[config.mk]
export PLATFORM = sky130hd
export DESIGN_NAME = goertzel_tone_detector_unit
export DESIGN_NICKNAME = d
export VERILOG_FILES = /design/src/rtl/gtd_pkg.sv /design/src/rtl/gtd_datapath.sv /design/src/rtl/goertzel_tone_detector_unit.sv
export SDC_FILE = /design/constraint.sdc
export NUM_CORES = 2
export LEC_CHECK = 0
export ABC_AREA = 1
export BUFFER_PORTS_ARGS = -buffer_cell sky130_fd_sc_hd__buf_2
export CORE_MARGIN = 2
export CORE_UTILIZATION = 31
export DETAILED_ROUTE_END_ITERATION = 6
export PLACE_DENSITY_LB_ADDON = 0.3
export REMOVE_ABC_BUFFERS = 1
export SYNTH_ARGS = -nofsm -noshare
export SYNTH_HDL_FRONTEND = slang
export SYNTH_SLANG_ARGS = --single-unit
[constraint.sdc]
create_clock -name aclk -period 7.2 [get_ports aclk]
set_input_delay 1.08 -clock aclk [delete_from_list [all_inputs] [get_ports aclk]]
set_output_delay 1.08 -clock aclk [all_outputs]
set_load 0.01 [all_outputs]
[src/rtl/gtd_pkg.sv]
`timescale 1ns / 1ps

package gtd_pkg;

    localparam int ACC_WIDTH_DEF  = 40;
    localparam int COEFF_FRAC_DEF = 14;
    localparam int MAX_BLOCK_DEF  = 1023;

    localparam int SAMPLE_W   = 16;
    localparam int COEFF_W    = 16;
    localparam int THRESH_W   = 48;
    localparam int BLEN_W     = 10;
    localparam int HOLD_W     = 4;
    localparam int MAG_W      = 63;
    localparam int CFG_IDX_W  = 2;
    localparam int CFG_DATA_W = THRESH_W;
    localparam int BLEN_MAX   = (1 << BLEN_W) - 1;

    // multiplier digit size for the wide products
    localparam int DIGIT_W  = 16;
    localparam int DIGIT_SH = $clog2(DIGIT_W);

    localparam logic [CFG_IDX_W-1:0] REG_COEFF        = CFG_IDX_W'(0);
    localparam logic [CFG_IDX_W-1:0] REG_THRESHOLD    = CFG_IDX_W'(1);
    localparam logic [CFG_IDX_W-1:0] REG_BLOCK_LENGTH = CFG_IDX_W'(2);
    localparam logic [CFG_IDX_W-1:0] REG_HOLD_BLOCKS  = CFG_IDX_W'(3);

    localparam logic [COEFF_W-1:0]  COEFF_RST        = '0;
    localparam logic [THRESH_W-1:0] THRESHOLD_RST    = 48'd250000000000;
    localparam logic [BLEN_W-1:0]   BLOCK_LENGTH_RST = 10'd205;
    localparam logic [HOLD_W-1:0]   HOLD_BLOCKS_RST  = 4'd3;

    typedef struct packed {
        logic [COEFF_W-1:0]  coeff;
        logic [THRESH_W-1:0] threshold;
        logic [BLEN_W-1:0]   block_length;
        logic [HOLD_W-1:0]   hold_blocks;
    } cfg_t;

    typedef enum logic [2:0] {
        JC_NEXT     = 3'd0,
        JC_WAIT_IN  = 3'd1,
        JC_BLOCK    = 3'd2,
        JC_LOOP     = 3'd3,
        JC_WAIT_OUT = 3'd4,
        JC_JUMP     = 3'd5
    } jc_t;

    typedef enum logic [1:0] {
        YLD_NONE   = 2'd0,
        YLD_RECENT = 2'd1,
        YLD_OLDER  = 2'd2,
        YLD_RC     = 2'd3
    } yld_t;

    localparam int UPC_W = 4;

    localparam logic [UPC_W-1:0] UA_IDLE    = UPC_W'(0);
    localparam logic [UPC_W-1:0] UA_REC_MUL = UPC_W'(1);
    localparam logic [UPC_W-1:0] UA_REC     = UPC_W'(2);
    localparam logic [UPC_W-1:0] UA_MAG_RC  = UPC_W'(3);
    localparam logic [UPC_W-1:0] UA_LD_RC   = UPC_W'(4);
    localparam logic [UPC_W-1:0] UA_SQ_R    = UPC_W'(5);
    localparam logic [UPC_W-1:0] UA_LD_O    = UPC_W'(6);
    localparam logic [UPC_W-1:0] UA_SQ_O    = UPC_W'(7);
    localparam logic [UPC_W-1:0] UA_LD_Y_RC = UPC_W'(8);
    localparam logic [UPC_W-1:0] UA_CROSS   = UPC_W'(9);
    localparam logic [UPC_W-1:0] UA_DRAIN   = UPC_W'(10);
    localparam logic [UPC_W-1:0] UA_CLAMP   = UPC_W'(11);
    localparam logic [UPC_W-1:0] UA_EMIT    = UPC_W'(12);

    typedef struct packed {
        jc_t              jc;
        logic [UPC_W-1:0] target;
        logic             ld_sample;
        logic             x_older;
        logic             y_digit;
        logic             acc_en;
        logic             acc_sq;
        logic             acc_neg;
        yld_t             y_ld;
        logic             dig_step;
        logic             ld_rc;
        logic             rec;
        logic             clr_tot;
        logic             clamp;
        logic             emit;
    } ctrl_t;

    typedef struct packed {
        logic block_done;
        logic last_digit;
    } stat_t;

    // control store
    function automatic ctrl_t ucode(input logic [UPC_W-1:0] addr);
        ctrl_t w;
        w        = '0;
        w.jc     = JC_NEXT;
        w.target = UA_IDLE;
        w.y_ld   = YLD_NONE;
        case (addr)
            UA_IDLE: begin
                w.ld_sample = 1'b1;
                w.jc        = JC_WAIT_IN;
            end
            UA_REC_MUL: begin
                w.jc = JC_NEXT;
            end
            UA_REC: begin
                w.rec    = 1'b1;
                w.jc     = JC_BLOCK;
                w.target = UA_IDLE;
            end
            UA_MAG_RC: begin
                w.y_ld    = YLD_RECENT;
                w.clr_tot = 1'b1;
            end
            UA_LD_RC: begin
                w.ld_rc = 1'b1;
            end
            UA_SQ_R: begin
                w.y_digit  = 1'b1;
                w.acc_en   = 1'b1;
                w.acc_sq   = 1'b1;
                w.dig_step = 1'b1;
                w.jc       = JC_LOOP;
                w.target   = UA_SQ_R;
            end
            UA_LD_O: begin
                w.y_ld = YLD_OLDER;
            end
            UA_SQ_O: begin
                w.x_older  = 1'b1;
                w.y_digit  = 1'b1;
                w.acc_en   = 1'b1;
                w.acc_sq   = 1'b1;
                w.dig_step = 1'b1;
                w.jc       = JC_LOOP;
                w.target   = UA_SQ_O;
            end
            UA_LD_Y_RC: begin
                w.y_ld = YLD_RC;
            end
            UA_CROSS: begin
                w.x_older  = 1'b1;
                w.y_digit  = 1'b1;
                w.acc_en   = 1'b1;
                w.acc_neg  = 1'b1;
                w.dig_step = 1'b1;
                w.jc       = JC_LOOP;
                w.target   = UA_CROSS;
            end
            UA_DRAIN: begin
                w.jc = JC_NEXT;
            end
            UA_CLAMP: begin
                w.clamp = 1'b1;
            end
            UA_EMIT: begin
                w.emit   = 1'b1;
                w.jc     = JC_WAIT_OUT;
                w.target = UA_IDLE;
            end
            default: begin
                w.jc     = JC_JUMP;
                w.target = UA_IDLE;
            end
        endcase
        return w;
    endfunction

endpackage

[src/rtl/gtd_datapath.sv]
`timescale 1ns / 1ps

module gtd_datapath
    import gtd_pkg::*;
#(
    parameter int ACC_WIDTH       = ACC_WIDTH_DEF,
    parameter int COEFF_FRAC_BITS = COEFF_FRAC_DEF,
    parameter int MAX_BLOCK_LEN   = MAX_BLOCK_DEF
) (
    input  logic                       aclk,
    input  logic                       aresetn,
    input  cfg_t                       cfg,
    input  ctrl_t                      ctrl,
    input  logic signed [SAMPLE_W-1:0] sample,
    output stat_t                      stat,
    output logic [MAG_W-1:0]           magnitude_sq,
    output logic                       tone_present,
    output logic                       changed
);

    localparam int YOP_W = DIGIT_W + 1;
    localparam int PW    = ACC_WIDTH + YOP_W;
    localparam int ND    = (PW + DIGIT_W - 1) / DIGIT_W;
    localparam int YW    = ND * DIGIT_W;
    localparam int DIG_W = $clog2(ND);
    localparam int RW    = PW + 2;
    localparam int TW    = 2 * ACC_WIDTH + COEFF_FRAC_BITS + 6;
    localparam int SH_W  = $clog2(YW + COEFF_FRAC_BITS + 1);

    localparam logic [BLEN_W-1:0] LEN_CAP =
        BLEN_W'((MAX_BLOCK_LEN > BLEN_MAX) ? BLEN_MAX : MAX_BLOCK_LEN);
    localparam logic signed [RW-1:0] RND_HALF = RW'(1) << (COEFF_FRAC_BITS - 1);

    typedef struct packed {
        logic             acc_en;
        logic             sq;
        logic             neg;
        logic [DIG_W-1:0] dig;
    } acc_tag_t;

    logic signed [SAMPLE_W-1:0]  sample_reg;
    logic signed [ACC_WIDTH-1:0] recent_reg;
    logic signed [ACC_WIDTH-1:0] older_reg;
    logic [BLEN_W-1:0]           count_reg;
    logic [HOLD_W-1:0]           hold_reg;
    logic [YW-1:0]               y_reg;
    logic [DIG_W-1:0]            dig_reg;
    logic signed [PW-1:0]        prod_reg;
    acc_tag_t                    tag_reg;
    acc_tag_t                    tag_next;
    logic signed [PW-1:0]        rc_reg;
    logic signed [TW-1:0]        tot_reg;
    logic [MAG_W-1:0]            mag_reg;
    logic [MAG_W-1:0]            out_mag_reg;
    logic                        out_tone_reg;
    logic                        out_changed_reg;

    logic                        last_digit;
    logic signed [ACC_WIDTH-1:0] x_op;
    logic signed [YOP_W-1:0]     y_op;
    logic signed [PW-1:0]        prod_next;

    logic signed [RW-1:0]        rnd_sum;
    logic signed [RW-1:0]        rnd_shr;
    logic signed [RW-1:0]        older_ext;
    logic signed [RW-1:0]        sample_ext;
    logic signed [RW-1:0]        rec_wide;
    logic                        rec_ovf;
    logic signed [ACC_WIDTH-1:0] rec_sat;

    logic [BLEN_W-1:0]           len_eff;
    logic [BLEN_W-1:0]           cnt_inc;

    logic [SH_W-1:0]             shamt;
    logic [TW-1:0]               prod_ext;
    logic [TW-1:0]               addend;
    logic signed [TW-1:0]        tot_shr;
    logic [MAG_W-1:0]            mag_clamp;

    logic [HOLD_W-1:0]           hold_eff;
    logic                        loud;
    logic [HOLD_W-1:0]           hold_next;

    // shared multiplier: accumulator times coefficient or one 16-bit digit
    assign last_digit = (dig_reg == DIG_W'(ND - 1));
    assign x_op       = ctrl.x_older ? older_reg : recent_reg;
    assign y_op       = ctrl.y_digit ? {last_digit & y_reg[DIGIT_W-1], y_reg[DIGIT_W-1:0]}
                                     : {cfg.coeff[COEFF_W-1], cfg.coeff};
    assign prod_next  = x_op * y_op;

    // recurrence with round half up and saturation
    assign rnd_sum    = {{(RW-PW){prod_reg[PW-1]}}, prod_reg} + RND_HALF;
    assign rnd_shr    = rnd_sum >>> COEFF_FRAC_BITS;
    assign older_ext  = {{(RW-ACC_WIDTH){older_reg[ACC_WIDTH-1]}}, older_reg};
    assign sample_ext = {{(RW-SAMPLE_W){sample_reg[SAMPLE_W-1]}}, sample_reg};
    assign rec_wide   = rnd_shr - older_ext + sample_ext;
    assign rec_ovf    = (rec_wide[RW-1:ACC_WIDTH-1] != {(RW-ACC_WIDTH+1){rec_wide[RW-1]}});
    assign rec_sat    = rec_ovf ? {rec_wide[RW-1], {(ACC_WIDTH-1){~rec_wide[RW-1]}}}
                                : rec_wide[ACC_WIDTH-1:0];

    always_comb begin
        if (cfg.block_length == '0) begin
            len_eff = BLEN_W'(1);
        end else if (cfg.block_length > LEN_CAP) begin
            len_eff = LEN_CAP;
        end else begin
            len_eff = cfg.block_length;
        end
    end

    assign cnt_inc         = count_reg + BLEN_W'(1);
    assign stat.block_done = (cnt_inc >= len_eff);
    assign stat.last_digit = last_digit;

    // digit products land at 16*digit, squares one more F bits up
    assign shamt    = (SH_W'(tag_reg.dig) << DIGIT_SH)
                    + (tag_reg.sq ? SH_W'(COEFF_FRAC_BITS) : SH_W'(0));
    assign prod_ext = {{(TW-PW){prod_reg[PW-1]}}, prod_reg};
    assign addend   = prod_ext << shamt;

    assign tot_shr = tot_reg >>> COEFF_FRAC_BITS;

    always_comb begin
        if (tot_shr[TW-1]) begin
            mag_clamp = '0;
        end else if (|tot_shr[TW-2:MAG_W]) begin
            mag_clamp = '1;
        end else begin
            mag_clamp = tot_shr[MAG_W-1:0];
        end
    end

    assign hold_eff  = (cfg.hold_blocks == '0) ? HOLD_W'(1) : cfg.hold_blocks;
    assign loud      = (mag_reg >= MAG_W'(cfg.threshold));
    assign hold_next = loud ? hold_eff
                     : ((hold_reg != '0) ? hold_reg - HOLD_W'(1) : hold_reg);

    assign tag_next.acc_en = ctrl.acc_en;
    assign tag_next.sq     = ctrl.acc_sq;
    assign tag_next.neg    = ctrl.acc_neg;
    assign tag_next.dig    = dig_reg;

    always_ff @(posedge aclk) begin
        if (!aresetn) begin
            recent_reg <= '0;
            older_reg  <= '0;
            count_reg  <= '0;
            hold_reg   <= '0;
            dig_reg    <= '0;
            tag_reg    <= '0;
        end else begin
            tag_reg <= tag_next;
            if (ctrl.rec) begin
                older_reg  <= recent_reg;
                recent_reg <= rec_sat;
                count_reg  <= stat.block_done ? '0 : cnt_inc;
            end
            if (ctrl.emit) begin
                recent_reg <= '0;
                older_reg  <= '0;
                hold_reg   <= hold_next;
            end
            if (ctrl.y_ld != YLD_NONE) begin
                dig_reg <= '0;
            end else if (ctrl.dig_step) begin
                dig_reg <= last_digit ? '0 : dig_reg + DIG_W'(1);
            end
        end
    end

    always_ff @(posedge aclk) begin
        prod_reg <= prod_next;
        if (ctrl.ld_sample) begin
            sample_reg <= sample;
        end
        if (ctrl.ld_rc) begin
            rc_reg <= prod_reg;
        end
        case (ctrl.y_ld)
            YLD_RECENT: y_reg <= {{(YW-ACC_WIDTH){recent_reg[ACC_WIDTH-1]}}, recent_reg};
            YLD_OLDER:  y_reg <= {{(YW-ACC_WIDTH){older_reg[ACC_WIDTH-1]}}, older_reg};
            YLD_RC:     y_reg <= {{(YW-PW){rc_reg[PW-1]}}, rc_reg};
            YLD_NONE: begin
                if (ctrl.dig_step) begin
                    y_reg <= y_reg >> DIGIT_W;
                end
            end
        endcase
        if (ctrl.clr_tot) begin
            tot_reg <= '0;
        end else if (tag_reg.acc_en) begin
            tot_reg <= tag_reg.neg ? tot_reg - addend : tot_reg + addend;
        end
        if (ctrl.clamp) begin
            mag_reg <= mag_clamp;
        end
        if (ctrl.emit) begin
            out_mag_reg     <= mag_reg;
            out_tone_reg    <= (hold_next != '0);
            out_changed_reg <= ((hold_next != '0) != (hold_reg != '0));
        end
    end

    assign magnitude_sq = out_mag_reg;
    assign tone_present = out_tone_reg;
    assign changed      = out_changed_reg;

    a_count_runs: assert property (@(posedge aclk) disable iff (!aresetn)
        ctrl.rec && !stat.block_done |=> count_reg != '0)
        else $error("sample count lost within a block");

    a_tone_hold: assert property (@(posedge aclk) disable iff (!aresetn)
        ctrl.emit |=> tone_present == (hold_reg != '0))
        else $error("tone flag disagrees with hold count");

    a_edge_flag: assert property (@(posedge aclk) disable iff (!aresetn)
        ctrl.emit |=> changed == (tone_present != $past(hold_reg != '0)))
        else $error("changed flag does not mark a tone edge");

endmodule

[src/rtl/goertzel_tone_detector_unit.sv]
`timescale 1ns / 1ps

// Single-bin Goertzel tone detector. A sample is accepted, multiplied and then
// used to update the recurrence; the sample that closes a block also runs the
// magnitude steps, ND being the number of 16-bit digits of an ACC_WIDTH+17 bit
// product (ND = 4 at the default width), because the three magnitude terms go digit by digit
// through the one 17 x ACC_WIDTH multiplier under the microcode sequencer.
// The result sits in an output register, so new samples are taken while it
// waits; only the end of the next block waits for it to be taken.
// Configuration writes are accepted only while the sequencer is idle.

module goertzel_tone_detector_unit
    import gtd_pkg::*;
#(
    parameter int ACC_WIDTH       = ACC_WIDTH_DEF,
    parameter int COEFF_FRAC_BITS = COEFF_FRAC_DEF,
    parameter int MAX_BLOCK_LEN   = MAX_BLOCK_DEF
) (
    input  logic                       aclk,
    input  logic                       aresetn,
    input  logic                       s_valid,
    output logic                       s_ready,
    input  logic signed [SAMPLE_W-1:0] s_sample,
    output logic                       m_valid,
    input  logic                       m_ready,
    output logic [MAG_W-1:0]           m_magnitude_sq,
    output logic                       m_tone_present,
    output logic                       m_changed,
    input  logic                       cfg_valid,
    output logic                       cfg_ready,
    input  logic [CFG_IDX_W-1:0]       cfg_index,
    input  logic [CFG_DATA_W-1:0]      cfg_data
);

    logic [UPC_W-1:0] upc_reg;
    logic [UPC_W-1:0] upc_next;
    logic             m_valid_reg;
    logic             m_valid_next;
    cfg_t             cfg_reg;
    cfg_t             cfg_next;
    ctrl_t            word;
    ctrl_t            ctrl;
    stat_t            stat;
    logic             in_take;
    logic             out_free;

    assign s_ready   = (upc_reg == UA_IDLE);
    assign in_take   = s_valid && s_ready;
    assign out_free  = !m_valid_reg || m_ready;
    assign m_valid   = m_valid_reg;
    assign cfg_ready = (upc_reg == UA_IDLE);

    assign word = ucode(upc_reg);

    always_comb begin
        ctrl           = word;
        ctrl.ld_sample = word.ld_sample & s_valid;
        ctrl.emit      = word.emit & out_free;
    end

    // sequencer
    always_comb begin
        unique case (word.jc)
            JC_NEXT:     upc_next = upc_reg + UPC_W'(1);
            JC_WAIT_IN:  upc_next = in_take ? upc_reg + UPC_W'(1) : upc_reg;
            JC_BLOCK:    upc_next = stat.block_done ? upc_reg + UPC_W'(1) : word.target;
            JC_LOOP:     upc_next = stat.last_digit ? upc_reg + UPC_W'(1) : word.target;
            JC_WAIT_OUT: upc_next = out_free ? word.target : upc_reg;
            JC_JUMP:     upc_next = word.target;
            default:     upc_next = UA_IDLE;
        endcase
    end

    always_comb begin
        if (ctrl.emit) begin
            m_valid_next = 1'b1;
        end else if (m_ready) begin
            m_valid_next = 1'b0;
        end else begin
            m_valid_next = m_valid_reg;
        end
    end

    always_comb begin
        cfg_next = cfg_reg;
        if (cfg_valid && cfg_ready) begin
            unique case (cfg_index)
                REG_COEFF:        cfg_next.coeff        = cfg_data[COEFF_W-1:0];
                REG_THRESHOLD:    cfg_next.threshold    = cfg_data[THRESH_W-1:0];
                REG_BLOCK_LENGTH: cfg_next.block_length = cfg_data[BLEN_W-1:0];
                REG_HOLD_BLOCKS:  cfg_next.hold_blocks  = cfg_data[HOLD_W-1:0];
            endcase
        end
    end

    always_ff @(posedge aclk) begin
        if (!aresetn) begin
            upc_reg              <= UA_IDLE;
            m_valid_reg          <= 1'b0;
            cfg_reg.coeff        <= COEFF_RST;
            cfg_reg.threshold    <= THRESHOLD_RST;
            cfg_reg.block_length <= BLOCK_LENGTH_RST;
            cfg_reg.hold_blocks  <= HOLD_BLOCKS_RST;
        end else begin
            upc_reg     <= upc_next;
            m_valid_reg <= m_valid_next;
            cfg_reg     <= cfg_next;
        end
    end

    gtd_datapath #(
        .ACC_WIDTH       (ACC_WIDTH),
        .COEFF_FRAC_BITS (COEFF_FRAC_BITS),
        .MAX_BLOCK_LEN   (MAX_BLOCK_LEN)
    ) u_datapath (
        .aclk         (aclk),
        .aresetn      (aresetn),
        .cfg          (cfg_reg),
        .ctrl         (ctrl),
        .sample       (s_sample),
        .stat         (stat),
        .magnitude_sq (m_magnitude_sq),
        .tone_present (m_tone_present),
        .changed      (m_changed)
    );

    a_take_starts: assert property (@(posedge aclk) disable iff (!aresetn)
        s_valid && s_ready |=> upc_reg == UA_REC_MUL)
        else $error("accepted sample did not start the recurrence");

    a_emit_waits: assert property (@(posedge aclk) disable iff (!aresetn)
        upc_reg == UA_EMIT && !out_free |=> upc_reg == UA_EMIT && m_valid_reg)
        else $error("sequencer left emit step while result still pending");

    a_out_stable: assert property (@(posedge aclk) disable iff (!aresetn)
        m_valid && !m_ready |=> m_valid && $stable(m_magnitude_sq)
            && $stable(m_tone_present) && $stable(m_changed))
        else $error("pending result transaction changed before it was taken");

endmodule

# Word level (Yosys, flattened, before mapping)
# Index checks and enable logic that the tools add are counted.
[word_totals] out_inout_bits=68 word_cells=135 reg_bits=606 in_bits=71
[op_classes] addsub=10 n_bitwise=5 n_mul=1 n_reduce_logical=26 shifts=1 n_mux=36 n_lt_le_gt_ge=3 n_eq_ne=29
[ops] op="64-bit one-hot mux with 4 select lines" count=1
[ops] op="100-bit adder" count=1
[ops] op="100-bit two-way mux" count=1
[ops] op="100-bit by 7-bit left shift with 100-bit output" count=1
[ops] op="100-bit subtractor" count=1
[ops] op="40-bit two-way mux" count=2
[ops] op="64-bit two-way mux" count=1
[ops] op="63-bit by 48-bit greater-or-equal comparator with 1-bit output" count=1
[ops] op="63-bit two-way mux" count=1
[ops] op="57-bit by 15-bit adder with 58-bit output, second input constant" count=1
[ops] op="40-bit by 17-bit multiplier with 57-bit output" count=1
[ops] op="45-bit by 16-bit adder with 46-bit output" count=1
[ops] op="44-bit by 40-bit subtractor with 45-bit output" count=1
[ops] op="4-bit two-way mux" count=8
[ops] op="10-bit two-way mux" count=3
[ops] op="4-bit one-hot mux with 6 select lines" count=1
[ops] op="23-bit OR reduction" count=1
[ops] op="4-bit == test, second input constant" count=5
[ops] op="19-bit inequality test" count=1
[ops] op="17-bit two-way mux" count=1
[ops] op="4-bit by 3-bit == test with 1-bit output, second input constant" count=4
[ops] op="3-bit one-hot mux with 5 select lines" count=1
[ops] op="1-bit two-way mux" count=12
[ops] op="4-bit one-hot mux with 3 select lines" count=1
[ops] op="33 further kinds" count=59

# Logic depth before layout (Yosys ltp)
[logic_depth] depth_word=6 mapped_depth=41

# Modules after synthesis
# A second synthesis with hierarchy kept.
[hier_totals] cells_unflattened=8828 hier_area_um2=65242.6
[modules_own_cells] module="gtd_datapath" area_per_inst_um2=61804.3 seq_area_each_um2=12912.4 cells_each=8353 instances=1
[modules_own_cells] module="goertzel_tone_detector_unit" area_per_inst_um2=3438.3 seq_area_each_um2=1661.6 cells_each=475 instances=1

# Worst setup path after synthesis
# OpenSTA, ideal clock, no wires.
[synth_path] path_kind="reg-to-reg" startpoint="register upc_reg[1]" endpoint="register u_datapath.prod_reg[55]" arrival_ns=6.962 path_stages_with_launch=33 t_required_ns=7.088 slack_ns=0.126 setup_ns=0.112 cell_sequence="dfxtp_1 inv_1 ha_1 o21ai_0 nand2_1 buf_1 nand2_1 o21ai_1 inv_1 clkbuf_1 nor2_1 fa_1 inv_1 fa_1 fa_1 inv_1 fa_1 fa_1 inv_1 fa_1 inv_1 ha_1 nand2_1 nor2_1 inv_1 o21ai_0 a21oi_1 o21bai_1 a21oi_1 o21bai_1 nand2_1 nand3_1 nand2_1"
[synth_between] elab_chain_cells=5 word_cells_on_any_way=10 cone_classes="1 x mul; 3 x eq/ne; 4 x mux; 2 x reduce/logical"
[synth_lines] item="start: declaration" line_no="goertzel_tone_detector_unit.sv:35" text="logic [UPC_W-1:0] upc_reg;"
[synth_lines] item="start signal: assignment" line_no="goertzel_tone_detector_unit.sv:105" text="upc_reg <= upc_next;"
[synth_lines] item="4-bit == test / 4-bit by 3-bit == test with 1-bit output (equally long branches)" line_no="gtd_pkg.sv:102" text="case (addr)"
[synth_lines] item="3-bit OR reduction (no line) / 2-bit OR reduction (equally long branches)"
[synth_lines] item="2-bit two-way mux / 1-bit two-way mux (equally long branches)" line_no="gtd_pkg.sv:102"
[synth_lines] item="17-bit two-way mux / 40-bit two-way mux (equally long branches)" line_no="gtd_datapath.sv:87, gtd_datapath.sv:86"
[synth_lines] item="40-bit by 17-bit multiplier with 57-bit output *" line_no="gtd_datapath.sv:89" text="assign prod_next = x_op * y_op;"
[synth_lines] item="named net u_datapath.prod_next[55]" line_no="gtd_datapath.sv:61" text="logic signed [PW-1:0] prod_next;"
[synth_lines] item="end signal: assignment" line_no="gtd_datapath.sv:172" text="prod_reg <= prod_next;"
[synth_lines] item="end: declaration" line_no="gtd_datapath.sv:48" text="logic signed [PW-1:0] prod_reg;"
# The timed path passes the listed nets; every way through them passes the cells marked *.
# A chain may end at the register's enable or synchronous reset.

# Final worst setup path
[layout_path] startpoint="register upc_reg[1]" endpoint="register u_datapath.prod_reg[53]"
# Same word-level chain as after synthesis.

==> metrics list <==
* Worst max-slew margin expressed relative to the limit: a little under a quarter
- # clock sinks: 599
- Syn-to-layout area delta: 20.8%
- After detailed routing, the total wire length is 268 mm.
- The routed design could run at a clock period as short as about 7.2 ns.
- Cell with the largest stage delay on the worst path: fa_1
* Actual slew at the worst max-slew pin: 1.14 ns
- Of all nets on the critical path, the largest fanout is 7.
- Critical path class: reg2reg
- In the global route stage, met2 resource usage came out at 38.5%.
- Maximum clock frequency: 139 MHz
- In this run the worst hold path is classified as reg2reg.
- Power per cell area: ~410 nW/um2
* Vertical die dimension: approximately 460 um
- In this run the horizontal extent of the chip is 463 um.
- In this run the static leakage power is between 30 and 40 nW.
- The first detailed-routing pass took 7 iterations.
- WL/cell: about 22 um
* Antenna violations before repair: 8
- Post-detailed-placement half-perimeter wirelength: about 220 mm
- CP Data Arrival Time: just under 8 ns
- TritonCTS created 69 clock buffers.
- The H-tree was split into 3 levels.
- The worst setup path is launched from a flop.
- In the routed design, unresolved DRC markers number 1.
* Clock tree root buffer cell: clkbuf_16
* Ratio of routed vias to standard cells: roughly 5.0
- Overall power consumption after layout is estimated at between 0.03 and 0.04 W.
* Depth of the worst register-to-register path: 37
- Final worst clock skew: approximately 0.046 ns
* Number of flops mapped to enable cells by yosys: ~260
* Met1 GRT Util: roughly 34%
- Buffers & Inverters on Critical Path: 16
- Number of slew-limit violations in the final report: 0
* Final hold viol count: 0
- Fraction of the yosys area taken by sequential cells: between 20 and 25%
- Number of global-route vias before repair: around 62000
* Starting density of the core: between 30% and 40%
- Mapped Cells: roughly 9000
- Delay of the slowest cell on the worst path: 0.54 ns
* Ratio of final minimum period to clock period: approximately 100%
* Clock Latency Late Sink: slightly above 0.7 ns
- At the worst endpoint, the required time is 7.83 ns.
* Fraction of the core area covered by cells at the end of the flow: roughly 38%
- Post-synthesis average cell area: around 7.3 um2
* Met3 track utilization from global routing: about 3.5%
- Share of flip-flops with an asynchronous set or reset: 0%
- For this design the top-level I/O count stands at 139.
- Setup violations remaining at the end of the flow were counted as 0.
* Critical path launch point: upc_reg[1]
* Maximum number of pins on one net before global-route repair: roughly 130
* Number of rows in the core area: roughly 170
- Most congested layer reported by global routing: met2
- In this design, the critical path's most frequently occurring cell is inv_1.
- Global placer's final weighted congestion: about 1
* Post-route antenna net violation count: 0
- Yosys printed 0 warnings.
- Number of buffers inserted by port buffering: between 100 and 150
- Fraction of layout cells with a size suffix above 1: ~14%
- Clock buffer depth: 3
* Total stage count of the critical path: 37
- TritonCTS built the clock tree.
- Cell class contributing the biggest share of worst-path delay: adder cells
- The worst-case IR drop observed on VDD is approximately 350 uV.
- The register with the most flip-flops in the layout has 100 of them.
- Synthesized cell area: around 65000 um2
- Global route total overflow: 0
- The run finished, with violations left.
* Maximum Capacitance Violations: 0
- The core region is about 210000 um2.
- Unrepaired setup endpoints after global routing: true
- The most used flip-flop cell after synthesis is dfxtp_1.
- Failing checks: DRC
- Via total after detailed routing: between 60000 and 70000
- The startpoint identified for the worst hold timing path is u_datapath.dig_reg[1].
- The die covers around 210000 um2.
* Total Nets Final: about 11000
- Count of cell types in the netlist: slightly below 60
- First-pass GRT wire length: just under 400 mm
- Counting instances, the worst hold path has a depth of 2.
- Launch point of the worst reg-to-reg path: upc_reg[1]
* Detailed router's first-iteration violation count: 6008
- The worst setup path is captured at a flop.
* Clock transition time at the flip-flop clock pins of the worst setup and hold paths: about 0.060 ns
- In the global route stage, overall resource usage came out at between 20% and 30%.
- The synthesized design contains about 600 register bits.
[worst register-to-register path: cells and delay by family (launching register included)]
kind | cells | cell delay (ns)
buf+inv | 16 | 1.63
compound gates | 3 | 0.42
flops | 1 | 0.35
simple gates | 9 | 1.11
fa+ha+maj | 8 | 3.45
xor+xnor | 1 | 0.17
[per-layer routing]
metal	wire length (um)	part of all wire, %	up-vias
met5	0	0	-
met4	8600	3.2	0
met3	20800	7.7	394
met2	119000	45	2347
met1	119000	45	30600
li1	-	-	29200
[cell type report]
cell class / instances / area [um2]
antenna: 1 / 2.50
clock inverter: 37 / 348
tap: 2805 / 3510
multi-input combinational: 6285 / 44900
timing repair buffer: 804 / 7040
inverter: 1811 / 6880
sequential: 599 / 14600
fill: 22200 / 131000
clock buffer: 91 / 1840
[cells in the final DEF (no fill, tap or decap), types with 37 or more instances in the layout]
cell type	count
a21oi_1	553
a21oi_2	42
buf_12	64
buf_2	138
buf_4	520
buf_6	58
clkbuf_16	76
dfxtp_1	333
edfxtp_1	258
fa_1	655
ha_1	302
ha_4	39
inv_1	1723
inv_2	55
nand2_1	1883
nand2_2	37
nand3_1	447
nand4_1	58
nor2_1	861
nor2_2	72
nor3_1	72
nor4_1	40
o211ai_1	52
o21ai_0	421
o21ai_1	46
xnor2_1	93
xor2_1	208
[cell usage after synthesis, types with 4 or more instances]
cell type	number	area (um2)
buf_1	16	60.1
o2111ai_1	15	131
xor2_1	211	1850
nor2_1	952	3570
a21o_1	28	210
o221ai_1	6	52.6
inv_1	1783	6690
dfxtp_1	341	6830
o21ai_2	4	35.0
buf_4	17	128
or2_2	8	50.1
inv_2	14	52.6
and2_1	7	43.8
a31o_2	4	35.0
buf_2	36	180
xnor2_1	95	832
nor4_1	42	263
o211ai_1	52	390
clkinv_1	14	52.6
a211oi_1	4	30.0
nor3_2	5	50.1
a22oi_1	31	233
o31ai_1	7	52.6
ha_1	343	4290
nand2_1	1931	7250
nor2_2	10	62.6
nand3_1	451	2260
o21ai_1	34	170
clkbuf_1	217	815
o21a_1	30	225
o21bai_1	33	248
a31oi_1	22	138
fa_1	686	13700
nor3_1	76	380
nand4_1	58	363
edfxtp_1	258	7750
a21oi_1	611	3060
o21ai_0	480	2400
a21boi_0	14	105
[logic make-up after synthesis]
family | synth area share [%]
compound gates | 11.7
xor+xnor | 4.10
fa+ha+maj | 27.6
buf+inv | 12.2
flops | 22.3
mux | 0.0306
simple gates | 22.1
[where the power goes]
| part | switching [W] | internal (W) | total, W |
|---|---|---|---|
| registers | 0.000849 | 0.00456 | 0.00541 |
| clock network | 0.00161 | 0.00194 | 0.00355 |
| logic | 0.0157 | 0.00811 | 0.0238 |
[repair_timing]
item                                    CTS  global route
hold buffers                              0             0
endpoints found under the setup margin   35            76
cloned                                    6             6
pin swaps                                81           207
buffers inserted                         42            50
resized for setup                       230           368
[per-stage QoR]
| step | cells | TNS [ns] | setup slack [ns] | hold WS (ns) | cell area (um2) |
|---|---|---|---|---|---|
| after floorplan | 8695 | -148.90 | -1.61 | 0.424 | 64200 |
| after global routing | 12400 | -2.03 | -0.212 | 0.459 | 79100 |
| final | 12400 | 0 | 0.00771 | 0.435 | 79100 |
| after CTS | 12400 | 0 | 0.00325 | 0.425 | 77100 |
| after detailed placement | 12200 | -8.97 | -0.491 | 0.438 | 73400 |
| after global placement | 12200 | -7.89 | -0.494 | 0.445 | 73400 |
[worst paths after layout]
path	end	slack [ns]
setup / recovery	u_datapath.prod_reg[53]	0.008
hold / removal	u_datapath.tag_reg[1]	0.44
setup reg to reg	u_datapath.prod_reg[53]	0.008
hold reg to reg	u_datapath.tag_reg[1]	0.44
No activity file was read; power rests on OpenSTA's default activity.
